File: src/hdl/csr_row_dot_product_core_assert.svh
// ----------------------------------------------------------------------------
// csr_row_dot_product_core_assert
// Assertion macros used by the core top level. Clock clk, reset arst_n.
// ----------------------------------------------------------------------------
`ifndef CSR_ROW_DOT_PRODUCT_CORE_ASSERT_SVH
`define CSR_ROW_DOT_PRODUCT_CORE_ASSERT_SVH

// same-cycle implication
`define CSRDP_ASSERT_NOW(lbl, ante, cons, msg) \
	lbl: assert property (@(posedge clk) disable iff (!arst_n) (ante) |-> (cons)) \
		else $error(msg);

// implication checked in the next cycle
`define CSRDP_ASSERT_NEXT(lbl, ante, cons, msg) \
	lbl: assert property (@(posedge clk) disable iff (!arst_n) (ante) |=> (cons)) \
		else $error(msg);

`endif

File: src/hdl/csrdp_pkg.sv
// ----------------------------------------------------------------------------
// csrdp_pkg
// Shared types and constants of the CSR row dot product core.
// ----------------------------------------------------------------------------
package csrdp_pkg;

	localparam int VECTOR_DEPTH_DEF = 1024;
	localparam int MID_DEPTH        = 4;
	localparam int OUT_DEPTH        = 8;

	localparam int INDEX_W = 10;
	localparam int DATA_W  = 32;
	localparam int ACC_W   = 48;

	localparam logic FUNC_LOAD  = 1'b0;
	localparam logic FUNC_ENTRY = 1'b1;

	localparam logic [1:0] MODE_SUM      = 2'd0;
	localparam logic [1:0] MODE_ADD      = 2'd1;
	localparam logic [1:0] MODE_SUB      = 2'd2;
	localparam logic [1:0] MODE_RESIDUAL = 2'd3;

	localparam logic signed [ACC_W-1:0] ACC_MAX = {1'b0, {(ACC_W-1){1'b1}}};
	localparam logic signed [ACC_W-1:0] ACC_MIN = {1'b1, {(ACC_W-1){1'b0}}};

	// work item handed from front to back
	typedef struct packed {
		logic signed [DATA_W-1:0] val;
		logic signed [DATA_W-1:0] elem;
		logic                     has_entry;
		logic                     row_end;
		logic signed [DATA_W-1:0] base;
	} op_t;

	typedef struct packed {
		logic signed [DATA_W-1:0] row_result;
		logic                     saturated;
	} res_t;

endpackage

File: src/hdl/csrdp_back.sv
// ----------------------------------------------------------------------------
// csrdp_back
// Multiply, saturating row accumulation and combine with the row base.
// Pulls work only when the result queue has room for all rows in flight.
// ----------------------------------------------------------------------------
module csrdp_back
	import csrdp_pkg::*;
(
	input  logic                           clk,
	input  logic                           arst_n,
	input  logic [1:0]                     combine_mode,
	input  logic                           op_empty,
	input  op_t                            op,
	output logic                           op_pop,
	input  logic [$clog2(OUT_DEPTH+1)-1:0] out_count,
	output logic                           res_push,
	output res_t                           res
);

	localparam int CW = $clog2(OUT_DEPTH+1) + 2;

	logic                     v_s1;
	logic                     end_s1;
	logic signed [ACC_W-1:0]  prod_s1;
	logic signed [DATA_W-1:0] base_s1;

	logic                     v_s2;
	logic signed [ACC_W-1:0]  sum_s2;
	logic                     clip_s2;
	logic signed [DATA_W-1:0] base_s2;

	logic                     v_s3;
	logic signed [DATA_W-1:0] res_s3;
	logic                     sat_s3;

	logic signed [ACC_W-1:0]  acc_q;
	logic                     clip_q;

	logic [CW-1:0]            pending;
	logic signed [2*DATA_W-1:0] prod_full;
	logic signed [ACC_W:0]    acc_sum;
	logic                     acc_ovf;
	logic signed [ACC_W-1:0]  acc_next;
	logic signed [ACC_W+1:0]  comb;
	logic signed [ACC_W+1:0]  sum_ext;
	logic signed [ACC_W+1:0]  base_ext;
	logic                     res_ovf;

	assign pending = CW'(out_count) + CW'(v_s1 && end_s1) + CW'(v_s2) + CW'(v_s3);
	assign op_pop  = !op_empty && (pending < CW'(OUT_DEPTH));

	// s1: exact Q32.32 product, floor to Q32.16
	assign prod_full = op.val * op.elem;

	always_ff @(posedge clk) begin
		if (op_pop) begin
			prod_s1 <= op.has_entry ? prod_full[2*DATA_W-1:16] : '0;
			end_s1  <= op.row_end;
			base_s1 <= op.base;
		end
	end

	// s2: accumulator with clamp
	assign acc_sum  = (ACC_W+1)'(acc_q) + (ACC_W+1)'(prod_s1);
	assign acc_ovf  = acc_sum[ACC_W] != acc_sum[ACC_W-1];
	assign acc_next = acc_ovf ? (acc_sum[ACC_W] ? ACC_MIN : ACC_MAX) : acc_sum[ACC_W-1:0];

	always_ff @(posedge clk or negedge arst_n) begin
		if (!arst_n) begin
			v_s1   <= 1'b0;
			v_s2   <= 1'b0;
			v_s3   <= 1'b0;
			acc_q  <= '0;
			clip_q <= 1'b0;
		end else begin
			v_s1 <= op_pop;
			v_s2 <= v_s1 && end_s1;
			v_s3 <= v_s2;
			if (v_s1) begin
				if (end_s1) begin
					acc_q  <= '0;
					clip_q <= 1'b0;
				end else begin
					acc_q  <= acc_next;
					clip_q <= clip_q || acc_ovf;
				end
			end
		end
	end

	always_ff @(posedge clk) begin
		if (v_s1 && end_s1) begin
			sum_s2  <= acc_next;
			clip_s2 <= clip_q || acc_ovf;
			base_s2 <= base_s1;
		end
	end

	// s3: combine and clamp to 32 bits
	assign sum_ext  = (ACC_W+2)'(sum_s2);
	assign base_ext = (ACC_W+2)'(base_s2);

	always_comb begin
		case (combine_mode)
			MODE_SUM:      comb = sum_ext;
			MODE_ADD:      comb = base_ext + sum_ext;
			MODE_SUB:      comb = base_ext - sum_ext;
			MODE_RESIDUAL: comb = base_ext - sum_ext;
			default:       comb = sum_ext;
		endcase
	end

	assign res_ovf = !((comb[ACC_W+1:DATA_W-1] == '0) || (comb[ACC_W+1:DATA_W-1] == '1));

	always_ff @(posedge clk) begin
		if (v_s2) begin
			if (res_ovf) begin
				res_s3 <= comb[ACC_W+1] ? {1'b1, {(DATA_W-1){1'b0}}}
				                        : {1'b0, {(DATA_W-1){1'b1}}};
			end else begin
				res_s3 <= comb[DATA_W-1:0];
			end
			sat_s3 <= clip_s2 || res_ovf;
		end
	end

	assign res_push       = v_s3;
	assign res.row_result = res_s3;
	assign res.saturated  = sat_s3;

endmodule

File: config.mk
export PLATFORM = sky130hd
export DESIGN_NAME = csrdp_back
export DESIGN_NICKNAME = d
export VERILOG_FILES = /design/src/hdl/csr_row_dot_product_core_assert.svh /design/src/hdl/csrdp_pkg.sv /design/src/hdl/csrdp_back.sv
export SDC_FILE = /design/constraint.sdc
export NUM_CORES = 2
export LEC_CHECK = 0
export ABC_AREA = 1
export BUFFER_PORTS_ARGS = -buffer_cell sky130_fd_sc_hd__buf_2
export CAP_MARGIN = 0
export CORE_MARGIN = 2
export CORE_UTILIZATION = 35
export CTS_BUF_LIST = sky130_fd_sc_hd__clkbuf_4 sky130_fd_sc_hd__clkbuf_8
export DETAILED_ROUTE_END_ITERATION = 7
export SLEW_MARGIN = 20
export SYNTH_ARGS = -nofsm -noshare
export SYNTH_HDL_FRONTEND = slang
export SYNTH_SLANG_ARGS = --single-unit
File: constraint.sdc
create_clock -name clk -period 14.61 [get_ports clk]
set_input_delay 2.922 -clock clk [delete_from_list [all_inputs] [get_ports clk]]
set_output_delay 2.922 -clock clk [all_outputs]
set_load 0.02 [all_outputs]
==> impl_metrics.yaml <==
run_status:
  status: "finished clean"
cells_and_area:
  nNetsFinal: 8552
  fin_cells: 9179
  final_core_util_pct: 37.6
  area_growth_pct: 6.51
  drive_gt1_share_pct: 5.44
  nFillCells: 16300
  postLayoutCellArea_um2: 58900
logic_synthesis:
  synth_fp_nets: 8568
  synth_area_um2: 55300
  synth_edf_count: 195
  synthArstFlopShare_pct: 21.1
  yosys-top-cells-area: "fa_1 39%, nand2_1 14%, inv_1 13%, edfxtp_1 11%, ha_1 6.3%"
  synth_cells: 7099
  yosys_most_used_dff: "edfxtp_1"
  ys_seq_area_share_pct: 12.9
  synth_top_cell_by_area: "fa_1"
  synthTopCellsByCount: "2,045 x nand2_1, 1,933 x inv_1, 1,084 x fa_1"
  synth_warnings: 0
  synth_area_per_cell_um2: 7.79
  yosysMostFrequentCell: "nand2_1"
  ys_types: 62
  ys_seq_elements: 247
  synth.top_cell.area_share_pct: 39.3
die:
  die_h_um: 401
  num_rows: 145
  die_width_um: 401
  dieArea_um2: 161000
  core-area_um2: 157000
  initial_core_util_pct: 35.3
  io_pins: 142
placement:
  numPortBuffers: 141
  gp_congestion: 0.968
  placed_area_um2: 57900
  post-dp-hpwl_mm: 136
  dp_cells: 9096
sta:
  hold_viol: 0
  fin_crit_ns: 10.67
  tns_ns: 0
  rsz0062_at_grt: "no"
  fmax_mhz: 93.7
  tightest_slew_ns: 1.02
  skew_ns: 0.0680
  setup_viol: 0
  relSlewSlack_pct: 31.8
  period_share_pct: 73.0
  slew_viol_final: 0
hold_path:
  whs_path_depth: 0
  min_path_type: "reg2reg"
critical_path:
  ff2ff_path_depth: 34
  critPathCapture: "prod_s1[46]"
  endpoint_kind: "flip-flop"
  arrival_ns: 11.02
  r2r-end: "res_s3[2]"
  critical_path_class: "in2reg"
  r2r_setup_slack_ns: 8.53
  crit_required_ns: 14.96
  start_kind: "input port"
  startpoint: "op[39]"
  crit_top_cell: "inv_1"
  critPathMaxFanout: 32
  r2r-start: "sum_s2[0]"
  cp_slowest_cell: "fa_1"
  max_stage_delay_ns: 0.82
clocking:
  tritoncts: "built"
  cts_sinks: 247
  root_buffer: "clkbuf_8"
  post_cts_resized: 0
  cts.clk_slew.worst_paths_ns: 0.06
  cts_hold_buf: 0
  htree_levels: 2
  cts_buffers: 43
  clk_latency_ns: 0.66
  cts_setup_buffers: 0
  cts_buffer_depth: 3
routing:
  ant_nets: 0
  wirelength_mm: 164
  avgViaCountPerCell: 4.79
  vias: 44000
  first_pass_iters: 6
  remaining_drc_errors: 0
  wl_per_cell_um: 17.9
  dr.first_iter.drc_count: 3205
grt:
  use_met3_pct: 2.76
  antenna_found_initial: 14
  top_usage_layer: "met2"
  track_usage_pct: 20.7
  gr-usage-met2_pct: 35.0
  grt_pass1_vias: 47100
  grt_overflow: 0
  grt_first_pass_wirelength_mm: 263
  grt_start_max_net_pins: 62
  grtUsageMet1_pct: 28.4
run:
  cap_viol_max_count: 0
-- cell families after synthesis --
group                      share of synthesized area (%)
AOI/OAI and AO/OA                                   5.68
xor gates and xnor gates                            1.84
adders and majority gates                           45.6
buffers and inverters                               15.1
DFF                                                 12.9
and+or+nand+nor                                     18.8
-- sequential cells by signal, summed over array words and instances (netlist names), 32 cells and up --
register  cells
acc_q        48
prod_s1      48
sum_s2       48
base_s1      32
base_s2      32
res_s3       32
-- worst max-delay path, delay by kind of cell --
kind / cells / cell delay [ns]
and+or+nand+nor: 8 / 1.23
AOI/OAI and AO/OA: 2 / 0.32
adders and majority gates: 9 / 4.59
buffers and inverters: 11 / 1.96
-- stage by stage --
| stage | setup slack (ns) | hold WS (ns) |
|---|---|---|
| after floorplan | 1.60 | 0.400 |
| after global placement | 3.30 | 0.401 |
| after detailed placement | 3.23 | 0.405 |
| after CTS | 3.89 | 0.408 |
| after global routing | 3.53 | 0.401 |
| final | 3.94 | 0.407 |
-- placed cells by master (no fill, tap or decap), types with 6 or more instances in the layout --
cell | netlist | final
inv_2 | 32 | 32
dfrtp_1 | 52 | 51
nor4_1 | 16 | 16
clkbuf_8 | 0 | 44
nand3_2 | 7 | 7
xor2_1 | 84 | 84
buf_2 | 11 | 141
nor3_1 | 29 | 29
ha_1 | 278 | 278
clkbuf_4 | 0 | 7
a31oi_1 | 23 | 23
o21ai_0 | 186 | 186
o21bai_1 | 13 | 13
buf_4 | 2 | 34
a21o_1 | 22 | 22
bufinv_16 | 0 | 6
clkinv_2 | 0 | 9
nand4_1 | 35 | 35
nor2_4 | 5 | 7
edfxtp_1 | 195 | 195
nand3_1 | 94 | 94
xnor2_1 | 30 | 30
fa_1 | 1084 | 1084
clkinv_1 | 2 | 7
or2_2 | 17 | 17
inv_1 | 1933 | 1932
nor2_1 | 294 | 292
o211ai_1 | 8 | 8
nor3_2 | 7 | 7
nand2_2 | 15 | 15
a21oi_1 | 250 | 250
nor2_2 | 35 | 35
o21a_1 | 20 | 20
nand2_1 | 2045 | 2045
-- how the worst min path moves through the flow --
| stage | from | to | slack [ns] |
|---|---|---|---|
| 4_1_cts | base_s1[20] | base_s2[20] | 0.41 |
| 3_5_place_dp | base_s1[7] | base_s2[7] | 0.40 |
| 6_report | base_s1[20] | base_s2[20] | 0.41 |
| 3_3_place_gp | base_s1[16] | base_s2[16] | 0.40 |
| 5_1_grt | base_s1[20] | base_s2[20] | 0.40 |
| 2_1_floorplan | base_s1[0] | base_s2[0] | 0.40 |
-- layer usage --
metal,share of wire [%],vias up
li1,-,20500
met1,44,21800
met2,47,1357
met3,6.6,214
met4,2.0,14
met5,0.054,-
-- final cells by class --
type                            count  area, um2  area share [%]
Sequential cell                   247       7160            12.2
Multi-Input combinational cell   4648      39800            67.6
Antenna cell                        4       10.0          0.0170
Tap cell                         2058       2570            4.37
Inverter                         1967       7380            12.5
Clock buffer                       51        658            1.12
Timing Repair Buffer              176        981            1.67
Clock inverter                     28        328           0.557
Power is not shown: default switching activity piles up to over one toggle a cycle in this logic, so the estimate is an artifact.
