### config.mk
export PLATFORM = sky130hd
export DESIGN_NAME = csrdp_fifo
export DESIGN_NICKNAME = d
export VERILOG_FILES = /design/src/hdl/csr_row_dot_product_core_assert.svh /design/src/hdl/csrdp_pkg.sv /design/src/hdl/csrdp_fifo.sv
export SDC_FILE = /design/constraint.sdc
export NUM_CORES = 1
export LEC_CHECK = 0
export BUFFER_PORTS_ARGS = -buffer_cell sky130_fd_sc_hd__buf_2
export CAP_MARGIN = 30
export CELL_PAD_IN_SITES_DETAIL_PLACEMENT = 0
export CELL_PAD_IN_SITES_GLOBAL_PLACEMENT = 1
export CORE_AREA = 2 2 84 86
export DETAILED_ROUTE_END_ITERATION = 12
export DIE_AREA = 0 0 86 88
export GPL_TIMING_DRIVEN = 1
export PLACE_DENSITY = 0.45
export SYNTH_ARGS = -nofsm -noshare
export SYNTH_HDL_FRONTEND = slang
export SYNTH_SLANG_ARGS = --single-unit
### constraint.sdc
create_clock -name clk -period 2.3 [get_ports clk]
set_input_delay 0.345 -clock clk [delete_from_list [all_inputs] [get_ports clk]]
set_output_delay 0.345 -clock clk [all_outputs]
set_load 0.005 [all_outputs]
### src/hdl/csr_row_dot_product_core_assert.svh
// ----------------------------------------------------------------------------
// csr_row_dot_product_core_assert
// Assertion macros used by the core top level. Clock clk, reset arst_n.
// ----------------------------------------------------------------------------
`ifndef CSR_ROW_DOT_PRODUCT_CORE_ASSERT_SVH
`define CSR_ROW_DOT_PRODUCT_CORE_ASSERT_SVH

// same-cycle implication
`define CSRDP_ASSERT_NOW(lbl, ante, cons, msg) \
	lbl: assert property (@(posedge clk) disable iff (!arst_n) (ante) |-> (cons)) \
		else $error(msg);

// implication checked in the next cycle
`define CSRDP_ASSERT_NEXT(lbl, ante, cons, msg) \
	lbl: assert property (@(posedge clk) disable iff (!arst_n) (ante) |=> (cons)) \
		else $error(msg);

`endif

### src/hdl/csrdp_pkg.sv
// ----------------------------------------------------------------------------
// csrdp_pkg
// Shared types and constants of the CSR row dot product core.
// ----------------------------------------------------------------------------
package csrdp_pkg;

	localparam int VECTOR_DEPTH_DEF = 1024;
	localparam int MID_DEPTH        = 4;
	localparam int OUT_DEPTH        = 8;

	localparam int INDEX_W = 10;
	localparam int DATA_W  = 32;
	localparam int ACC_W   = 48;

	localparam logic FUNC_LOAD  = 1'b0;
	localparam logic FUNC_ENTRY = 1'b1;

	localparam logic [1:0] MODE_SUM      = 2'd0;
	localparam logic [1:0] MODE_ADD      = 2'd1;
	localparam logic [1:0] MODE_SUB      = 2'd2;
	localparam logic [1:0] MODE_RESIDUAL = 2'd3;

	localparam logic signed [ACC_W-1:0] ACC_MAX = {1'b0, {(ACC_W-1){1'b1}}};
	localparam logic signed [ACC_W-1:0] ACC_MIN = {1'b1, {(ACC_W-1){1'b0}}};

	// work item handed from front to back
	typedef struct packed {
		logic signed [DATA_W-1:0] val;
		logic signed [DATA_W-1:0] elem;
		logic                     has_entry;
		logic                     row_end;
		logic signed [DATA_W-1:0] base;
	} op_t;

	typedef struct packed {
		logic signed [DATA_W-1:0] row_result;
		logic                     saturated;
	} res_t;

endpackage

### src/hdl/csrdp_fifo.sv
// ----------------------------------------------------------------------------
// csrdp_fifo
// Small register-based first-in first-out queue with a fill count.
// ----------------------------------------------------------------------------
module csrdp_fifo
	import csrdp_pkg::*;
#(
	parameter int DEPTH = 4,
	parameter int WIDTH = 8
) (
	input  logic                       clk,
	input  logic                       arst_n,
	input  logic                       wr_en,
	input  logic [WIDTH-1:0]           wr_data,
	input  logic                       rd_en,
	output logic [WIDTH-1:0]           rd_data,
	output logic                       empty,
	output logic                       full,
	output logic [$clog2(DEPTH+1)-1:0] count
);

	localparam int AW = (DEPTH > 1) ? $clog2(DEPTH) : 1;
	localparam int CW = $clog2(DEPTH+1);

	logic [WIDTH-1:0] mem_q [DEPTH];
	logic [AW-1:0]    wr_ptr_q;
	logic [AW-1:0]    rd_ptr_q;
	logic [CW-1:0]    count_q;
	logic             do_wr;
	logic             do_rd;

	assign empty   = (count_q == '0);
	assign full    = (count_q == CW'(DEPTH));
	assign count   = count_q;
	assign rd_data = mem_q[rd_ptr_q];
	assign do_wr   = wr_en && !full;
	assign do_rd   = rd_en && !empty;

	always_ff @(posedge clk) begin
		if (do_wr) begin
			mem_q[wr_ptr_q] <= wr_data;
		end
	end

	always_ff @(posedge clk or negedge arst_n) begin
		if (!arst_n) begin
			wr_ptr_q <= '0;
			rd_ptr_q <= '0;
			count_q  <= '0;
		end else begin
			if (do_wr) begin
				wr_ptr_q <= (wr_ptr_q == AW'(DEPTH-1)) ? '0 : wr_ptr_q + 1'b1;
			end
			if (do_rd) begin
				rd_ptr_q <= (rd_ptr_q == AW'(DEPTH-1)) ? '0 : rd_ptr_q + 1'b1;
			end
			if (do_wr && !do_rd) begin
				count_q <= count_q + 1'b1;
			end else if (do_rd && !do_wr) begin
				count_q <= count_q - 1'b1;
			end
		end
	end

endmodule

==> run_results.csv, run 1 <==
group,metric,value,unit
place,placed_area,0.00183,sq mm
critical_path,crit_type,"flip-flop to output port",
sta,finalHoldViolations,0,
logic_synthesis,synth.most_common_cell,"edfxtp_1",
clock_network,cts_buffer_depth,2,
sta,fin_ws,181,ps
clock_network,post-cts-setup-buffers,0,
global_route,grt-ovfl-total,0,
die,io_pins,25,
place,dpl_worst_slack,306,ps
logic_synthesis,synth_edf_count,32,
drt,wl_met2,1.42,mm
logic_synthesis,synthCells,79,
clock_network,ctsHtreeMaxLevel,2,
sta,drv_slew,0,
critical_path,crit_arrival,1770,ps
layout,fin_area,0.00195,sq mm
logic_synthesis,synth_area_leader_cell,"edfxtp_1",
drt,drtAntennaViolNets,0,
global_route,grt_max_degree,14,
global_route,grt_first_pass_wirelength,4.43,mm
place,port-buffer-count,24,
layout,final.fill_count,661,
die,die-area,0.00757,sq mm
critical_path,critical_path_required,1960,ps
logic_synthesis,postSynth.asyncResetShare,17.9,%
clock_network,clkLatencyLatePin,290,ps
logic_synthesis,seq_area_frac_synth,70.1,%
power,p_leak,0.733,nW
die,initial_core_util,24.4,%
global_route,antenna_found_initial,0,
layout,drive_above_1_share,48.2,%
logic_synthesis,yosysTopAreaCellShare,59.3,%
sta,rsz0062_at_grt,"false",
logic_synthesis,synthesis.nets,98,
clock_network,root_buffer,"clkbuf_8",
clock_network,clock_sinks,39,
logic_synthesis,synth-seq-cells,39,
die,rows,30,
run_status,status,"finished, final reports clean",
sta,relSlewSlack,58.0,%
die,die_h,88,um
layout,regArea,0.00114,sq mm
logic_synthesis,ys_warn_count,0,
clock_network,cts_tree,"yes",
worst_hold_path,worstHoldPathType,"input pin to flip-flop",
clock_network,clkTransAtPathRegs,80,ps
logic_synthesis,synth_area,0.00162,sq mm
sta,tightestPinTransition,629,ps
place,place_congestion,0.651,
layout,multi_input_area,453,sq um
power,power,2.42,mW
clock_network,cts_resized,0,
drt,met1Wirelength,1.21,mm
logic_synthesis,ys_types,19,
layout,final_util,29.4,%
clock_network,cts_hold_buf,1,
die,dieWidth,86,um
drt,maxUsedRoutingLayer,"met4",
layout,diodes,0,
drt,post_drt_wl_per_cell,15.0,um
drt,drt_iter0_markers,42,
drt,via_per_inst,4.04,
critical_path,end_kind,"output port",
drt,vias,767,
layout,layout.nets,128,
layout,area_growth,20.4,%
drt,drtPass1Iterations,2,
drt,routed-wl-met3,166,um
place,hpwl,1.88,mm
critical_path,path_max_fanout,11,
logic_synthesis,postSynthAreaPerCell,20.5,sq um
power,ir_drop,0.000238,V
clock_network,cts_buffers,5,
power,power_density,1240,mW/mm^2
global_route,grt_pass1_vias,866,
run,cap_violations,0,
sta,finalCriticalPeriod,2120,ps
logic_synthesis,synth_flop_cell,"edfxtp_1",
drt,drc,0,
sta,setup_viol,0,
logic_synthesis,synth.top_cells.by_count,"edfxtp_1, mux4_2, dfrtp_1",
drt,drt-total-wl,2.84,mm
sta,skew,4.30,ps
critical_path,start_kind,"flip-flop",
sta,fmax,472,MHz
global_route,grt_usage,8.26,%
die,coreArea,0.00664,sq mm
sta,fin_crit_sh,92.1,%
sta,setup_tns,0,ps
logic_synthesis,synth_area_leaders,"edfxtp_1, mux4_2, dfrtp_1",
-- cells in the final DEF, fill, tap and decap left out --
master,instances
edfxtp_1,32
buf_2,24
mux4_2,8
dfrtp_1,7
ha_1,6
clkbuf_8,5
and2_2,4
inv_1,3
mux2_2,3
nor2_1,3
mux2_4,2
xor2_1,2
nor3b_4,1
nor2b_2,1
nor3_1,1
nand2b_4,1
xnor2_1,1
fa_1,1
clkinv_2,1
clkinv_4,1
bufinv_16,1
dlygate4sd3_1,1
buf_4,1
-- flip-flops by register name (all words and copies together), names as in the netlist --
signal    flops
count         3
wr_ptr_q      2
mem_q        32
rd_ptr_q      2
-- routing by layer --
layer / up-vias / track usage, %
met5: - / 0
li1: 363 / -
met3: 4 / 3.96
met4: 0 / 3.90
met2: 18 / 13.2
met1: 382 / 9.38
-- cell families (layout without fill, tap and decap cells) --
| logic type | Yosys count | after routing | share of synthesized area [%] |
|---|---|---|---|
| xor+xnor | 3 | 3 | 1.62 |
| fa+ha+maj | 7 | 7 | 5.87 |
| buf+inv | 6 | 37 | 1.93 |
| flops | 39 | 39 | 70.1 |
| mux | 13 | 13 | 15.1 |
| simple gates | 11 | 11 | 5.41 |
-- per-stage QoR --
stage	hold WS [ps]	cells
detailed placement	196	181
floorplan	49.4	79
global route	258	190
global placement	195	181
finish	268	190
CTS	255	190
-- worst max-delay path, cell delays in order (launching register included) --
cell     delay [ps]
dfrtp_1         750
mux4_2          590
buf_2           150
-- final timing paths --
path	depth (start not counted)	slack [ps]	startpoint	endpoint
setup / recovery	2	180	rd_ptr_q[0]	rd_data[2]
hold / removal	1	270	wr_data[1]	mem_q[0][1]
setup reg to reg	8	300	count[1]	count[2]
hold reg to reg	1	540	count[2]	count[2]
max in group asynchronous	2	1710	arst_n	rd_ptr_q[0]
min in group asynchronous	2	430	arst_n	count[1]
-- layout make-up --
class	count	share of cell area, %
clock buffers	5	3.53
repair buffers	26	7.06
flip-flops and latches	39	58.2
well taps	80	5.13
multi-input cells	34	23.2
inverters	3	0.577
clock inverters	3	2.25
-- report_power, final --
part | internal (mW) | switching [mW] | leakage [nW] | total (mW)
Combinational | 0.434 | 0.293 | 0.299 | 0.727
Sequential | 0.955 | 0.180 | 0.375 | 1.14
Clock | 0.323 | 0.237 | 0.0581 | 0.560
Total | 1.71 | 0.710 | 0.733 | 2.42
(Power assumes the default switching activity.)
==> run 2, diff against run 1 <==
PLACE_DENSITY = not set   (was 0.45)
PLACE_DENSITY_LB_ADDON = 0.1   (was not set)
==> run 2 against run 1 <==
  * Register-to-register slack gained 20 ps
  * Power is 3.9% higher
  * Die area did not move
  * Global-route usage rose by 0.13 points
  * Fmax hardly changed
  * Clock power is 18% higher
  * Worst setup slack better by 1.6 ps
  * Clock skew rose by 0.90 ps
  * Cell count is the same
  * Core utilization increased by 0.30 points
  * Sequential power is essentially flat
  * Combinational power fell by 0.8%
  * Critical path type unchanged
  * Critical endpoint is now rd_data[4]
  * Highest routed layer unchanged
==> run_results.csv, run 2 (synthesized netlist as in run 1, its figures left out) <==
group,metric,value,unit
drt,vias,759,
clock_network,cts_buffer_depth,2,
power,power,2.52,mW
die,rows,30,
power,p_leak,0.740,nW
layout,layout.nets,128,
sta,tightestPinTransition,631,ps
run,cap_violations,0,
sta,relSlewSlack,57.9,%
global_route,grt_pass1_vias,880,
critical_path,start_kind,"flip-flop",
place,port-buffer-count,24,
clock_network,root_buffer,"clkbuf_8",
critical_path,crit_type,"flip-flop to output port",
die,die-area,0.00757,sq mm
layout,regMostFlops,"mem_q",
drt,drt-total-wl,2.79,mm
sta,fmax,472,MHz
run_status,status,"finished, final reports clean",
sta,setup_viol,0,
critical_path,rrSetupSlack,320,ps
drt,post_drt_wl_per_cell,14.7,um
critical_path,critical_path_required,1960,ps
place,placed_area,0.00183,sq mm
clock_network,post-cts-setup-buffers,0,
die,dieWidth,86,um
critical_path,path_max_fanout,11,
place,dpl_worst_slack,310,ps
worst_hold_path,worstHoldPathType,"input pin to flip-flop",
worst_hold_path,hold_depth,1,
sta,fin_ws,183,ps
drt,drt_iter0_markers,52,
clock_network,cts_tree,"yes",
clock_network,clkTransAtPathRegs,70,ps
global_route,antenna_found_initial,0,
critical_path,crit_arrival,1770,ps
global_route,grt_first_pass_wirelength,4.50,mm
die,initial_core_util,24.4,%
power,ir_drop,0.000342,V
layout,drive_above_1_share,47.3,%
die,coreArea,0.00664,sq mm
clock_network,cts_resized,0,
sta,drv_slew,0,
drt,drc,0,
clock_network,clock_sinks,39,
global_route,grt_max_degree,13,
sta,fin_crit_sh,92.0,%
power,power_density,1280,mW/mm^2
sta,skew,5.20,ps
place,place_congestion,0.716,
drt,drtPass1Iterations,2,
layout,largest_reg_flops,32,
critical_path,end_kind,"output port",
drt,via_per_inst,3.99,
die,io_pins,25,
layout,diodes,0,
layout,layout_common_cells,"edfxtp_1, buf_2, mux4_2, dfrtp_1, ha_1",
layout,fin_area,0.00197,sq mm
sta,finalHoldViolations,0,
sta,setup_tns,0,ps
layout,final_common_cell,"edfxtp_1",
sta,rsz0062_at_grt,"false",
place,hpwl,1.91,mm
sta,finalCriticalPeriod,2120,ps
critical_path,reg2reg_depth,8,
global_route,grt_usage,8.39,%
clock_network,clkLatencyLatePin,280,ps
layout,final_util,29.7,%
clock_network,ctsHtreeMaxLevel,2,
global_route,grt-ovfl-total,0,
die,die_h,88,um
layout,area_growth,21.6,%
drt,drtAntennaViolNets,0,
clock_network,cts_buffers,5,
run 2: changes by cell type in the layout (fill, tap and decap cells not counted):
cell	change
clkinv_2	-1
clkinv_4	-1
bufinv_16	+1
clkbuf_1	+1
run 2: where the power goes:
| group | switching (mW) | leakage, nW | internal, mW | total (mW) |
|---|---|---|---|---|
| Clock | 0.224 | 0.0654 | 0.433 | 0.658 |
| Sequential | 0.182 | 0.375 | 0.956 | 1.14 |
| Combinational | 0.291 | 0.299 | 0.431 | 0.721 |
run 2: routing by layer:
| layer | global-route usage, % | wire [um] | vias up |
|---|---|---|---|
| met3 | 3.20 | 122 | 5 |
| met5 | 0 | 0 | - |
| met4 | 3.90 | 55 | 0 |
| met1 | 10.2 | 1210 | 382 |
| li1 | - | - | 357 |
| met2 | 13.2 | 1400 | 15 |
run 2: final timing paths:
check,to,from
min in group asynchronous,count[0],arst_n
max in group asynchronous,count[1],arst_n
max reg2reg,count[2],count[1]
min reg2reg,count[2],count[2]
max,rd_data[4],rd_ptr_q[0]
min,mem_q[2][5],wr_data[5]
run 2: cell type report:
cell class	instances	area, sq um
clock buffer	6	72.6
clock inverter	2	60.1
fill	642	4670
inverter	3	11.3
multi-input combinational	34	453
sequential	39	1140
tap	80	100
timing repair buffer	26	138
run 2: critical path, cell delays in order (launching register included):
cell	delay (ps)
dfrtp_1	750
mux4_2	590
buf_2	140
run 2: timing repair:
item / in CTS / in global routing
endpoints found under the hold margin: 7 / 0
endpoints found under the setup margin: 0 / 0
hold buffers: 1 / 0
run 2: stage by stage:
| step | hold slack (ps) | cells |
|---|---|---|
| 4_1_cts | 264 | 190 |
| 5_1_grt | 265 | 190 |
| 3_3_place_gp | 198 | 181 |
| 2_1_floorplan | 49.4 | 79 |
| 3_5_place_dp | 200 | 181 |
| 6_report | 273 | 190 |
==> run 3, diff against run 2 <==
clock period = 2.6 ns   (was 2.3 ns; I/O delays follow)
==> run 3 against run 2 <==
  * Power down 12%
  * Worst hold slack improved by 46 ps
  * Combinational power is 12% lower
  * Core utilization is 0.11 points lower
  * Critical path depth stayed put
  * Register-to-register slack gained 220 ps
  * Via count is 0.66% lower
  * Wire length grew 2.8%
  * Sequential power decreased by 12%
  * Non-clock buffer count decreased by 1
  * Critical path type unchanged
==> run_results.csv, run 3 (synthesized netlist as in run 1, its figures left out) <==
group,metric,value,unit
layout,drive_above_1_share,46.8,%
global_route,antenna_found_initial,0,
power,swShare,27.7,%
critical_path,slowest_delay,760,ps
layout,regMostFlops,"mem_q",
drt,drt_iter0_markers,15,
clock_network,cts_buffer_depth,2,
critical_path,r2r_start,"count[2]",
critical_path,path_max_fanout,11,
run,cap_violations,0,
place,hpwl,1.98,mm
layout,area_growth,21.2,%
sta,fin_hold_ws,319,ps
sta,relSlewSlack,56.9,%
die,die_h,88,um
sta,rsz0062_at_grt,"false",
layout,regArea,0.00114,sq mm
critical_path,end_kind,"output port",
die,die-area,0.00757,sq mm
clock_network,cts_tree,"yes",
drt,drtAntennaViolNets,0,
power,intPower,1.61,mW
clock_network,root_buffer,"clkbuf_8",
sta,finalCriticalPeriod,2180,ps
power,comb_power_share,28.5,%
critical_path,reg2reg_to,"count[2]",
layout,layout_common_cells,"edfxtp_1, buf_2, mux4_2, dfrtp_1, ha_1",
sta,tightestPinTransition,647,ps
worst_hold_path,worstHoldPathType,"input pin to flip-flop",
critical_path,crit_arrival,1790,ps
sta,fin_crit_sh,83.8,%
power,power_density,1130,mW/mm^2
die,coreArea,0.00664,sq mm
power,pwr-share-seq,45.2,%
clock_network,clock_sinks,39,
layout,layout.nets,127,
critical_path,crit_family,"flip-flops",
drt,via_per_inst,3.99,
critical_path,critical_path_required,2210,ps
layout,multi_input_area,453,sq um
clock_network,ctsHtreeMaxLevel,2,
global_route,grt_max_degree,13,
critical_path,crit_slowest_cell,"dfrtp_1",
global_route,grt_pass1_vias,867,
power,power_switching,617,uW
clock_network,clkTransAtPathRegs,80,ps
drt,post_drt_wl_per_cell,15.2,um
sta,finalHoldViolations,0,
worst_hold_path,hold_depth,1,
drt,drtPass1Iterations,4,
power,p_clk_share,26.3,%
critical_path,cp.buffers_inverters,1,
layout,largest_reg_flops,32,
critical_path,crit_type,"flip-flop to output port",
sta,skew,9.24,ps
critical_path,crit_path_cell_trace,"mux4_2 -> buf_2",
layout,diodes,0,
global_route,grt-ovfl-total,0,
drt,drt-total-wl,2.87,mm
clock_network,clkLatencyLatePin,290,ps
place,place_congestion,0.682,
layout,final_common_cell,"edfxtp_1",
critical_path,reg2reg_depth,8,
drt,drc,0,
power,p_leak,0.735,nW
clock_network,post-cts-setup-buffers,0,
power,ir_drop,0.000287,V
die,io_pins,25,
global_route,grt_usage,8.51,%
drt,vias,754,
critical_path,crit_end,"rd_data[4]",
critical_path,rrSetupSlack,540,ps
critical_path,path_depth,2,
sta,fmax,459,MHz
sta,setup_tns,0,ps
power,power,2.22,mW
die,dieWidth,86,um
critical_path,start_kind,"flip-flop",
die,initial_core_util,24.4,%
die,rows,30,
critical_path,startpoint,"rd_ptr_q[0]",
layout,final.fill_count,664,
run_status,status,"finished, final reports clean",
clock_network,cts_buffers,5,
place,port-buffer-count,24,
sta,drv_slew,0,
global_route,grt_first_pass_wirelength,4.51,mm
sta,setup_viol,0,
-- run 3: metal layers --
layer | share of wire, % | routed length (um) | global-route usage [%] | up-vias
li1 | - | - | - | 355
met1 | 43 | 1230 | 9.30 | 378
met2 | 50 | 1440 | 14.4 | 15
met3 | 4.5 | 129 | 3.30 | 6
met4 | 2.2 | 63 | 4.33 | 0
met5 | 0 | 0 | 0 | -
-- run 3: power by group through the flow --
| stage | Combinational, mW | Sequential (mW) | Clock [mW] |
|---|---|---|---|
| after floorplan | 0.501 | 0.933 | 0 |
| after global placement | 0.652 | 1.02 | 0 |
| after detailed placement | 0.654 | 1.03 | 0 |
| after CTS | 0.659 | 1.02 | 0.607 |
| after global routing | 0.712 | 1.04 | 0.634 |
| final | 0.635 | 1.00 | 0.584 |
-- run 3: repair_timing --
action / CTS / global route
gates resized for setup: 0 / 0
hold buffers: 1 / 0
endpoints found under the hold margin: 7 / 0
-- run 3: worst min path at each step --
stage	startpoint	to	slack, ps
floorplan	arst_n	count[0]	90
global placement	arst_n	count[2]	240
detailed placement	arst_n	count[2]	240
CTS	wr_data[1]	mem_q[1][1]	300
global route	wr_data[6]	mem_q[3][6]	300
finish	wr_data[6]	mem_q[3][6]	320
-- run 3: worst reg2reg max path, cell delays in order (launching register included) --
cell,delay (ps)
dfrtp_1,420
nor3b_4,170
nor2b_2,300
ha_1,250
inv_1,60
fa_1,380
xor2_1,150
nor2_1,110
xor2_1,150
-- run 3: cell type report --
| class | count | share of cell area [%] |
|---|---|---|
| timing repair buffer | 25 | 6.63 |
| sequential | 39 | 57.9 |
| clock buffer | 6 | 3.70 |
| multi-input combinational | 34 | 23.1 |
| tap | 80 | 5.10 |
| clock inverter | 2 | 3.06 |
| inverter | 3 | 0.574 |
-- run 3: stage by stage --
step	utilization, %	setup slack (ps)	instance area, sq um	instances
4_1_cts	29.5	326	1960	189
3_5_place_dp	27.4	509	1820	180
5_1_grt	29.5	297	1960	189
3_3_place_gp	27.4	528	1820	180
2_1_floorplan	-	634	1620	79
6_report	29.5	420	1960	189
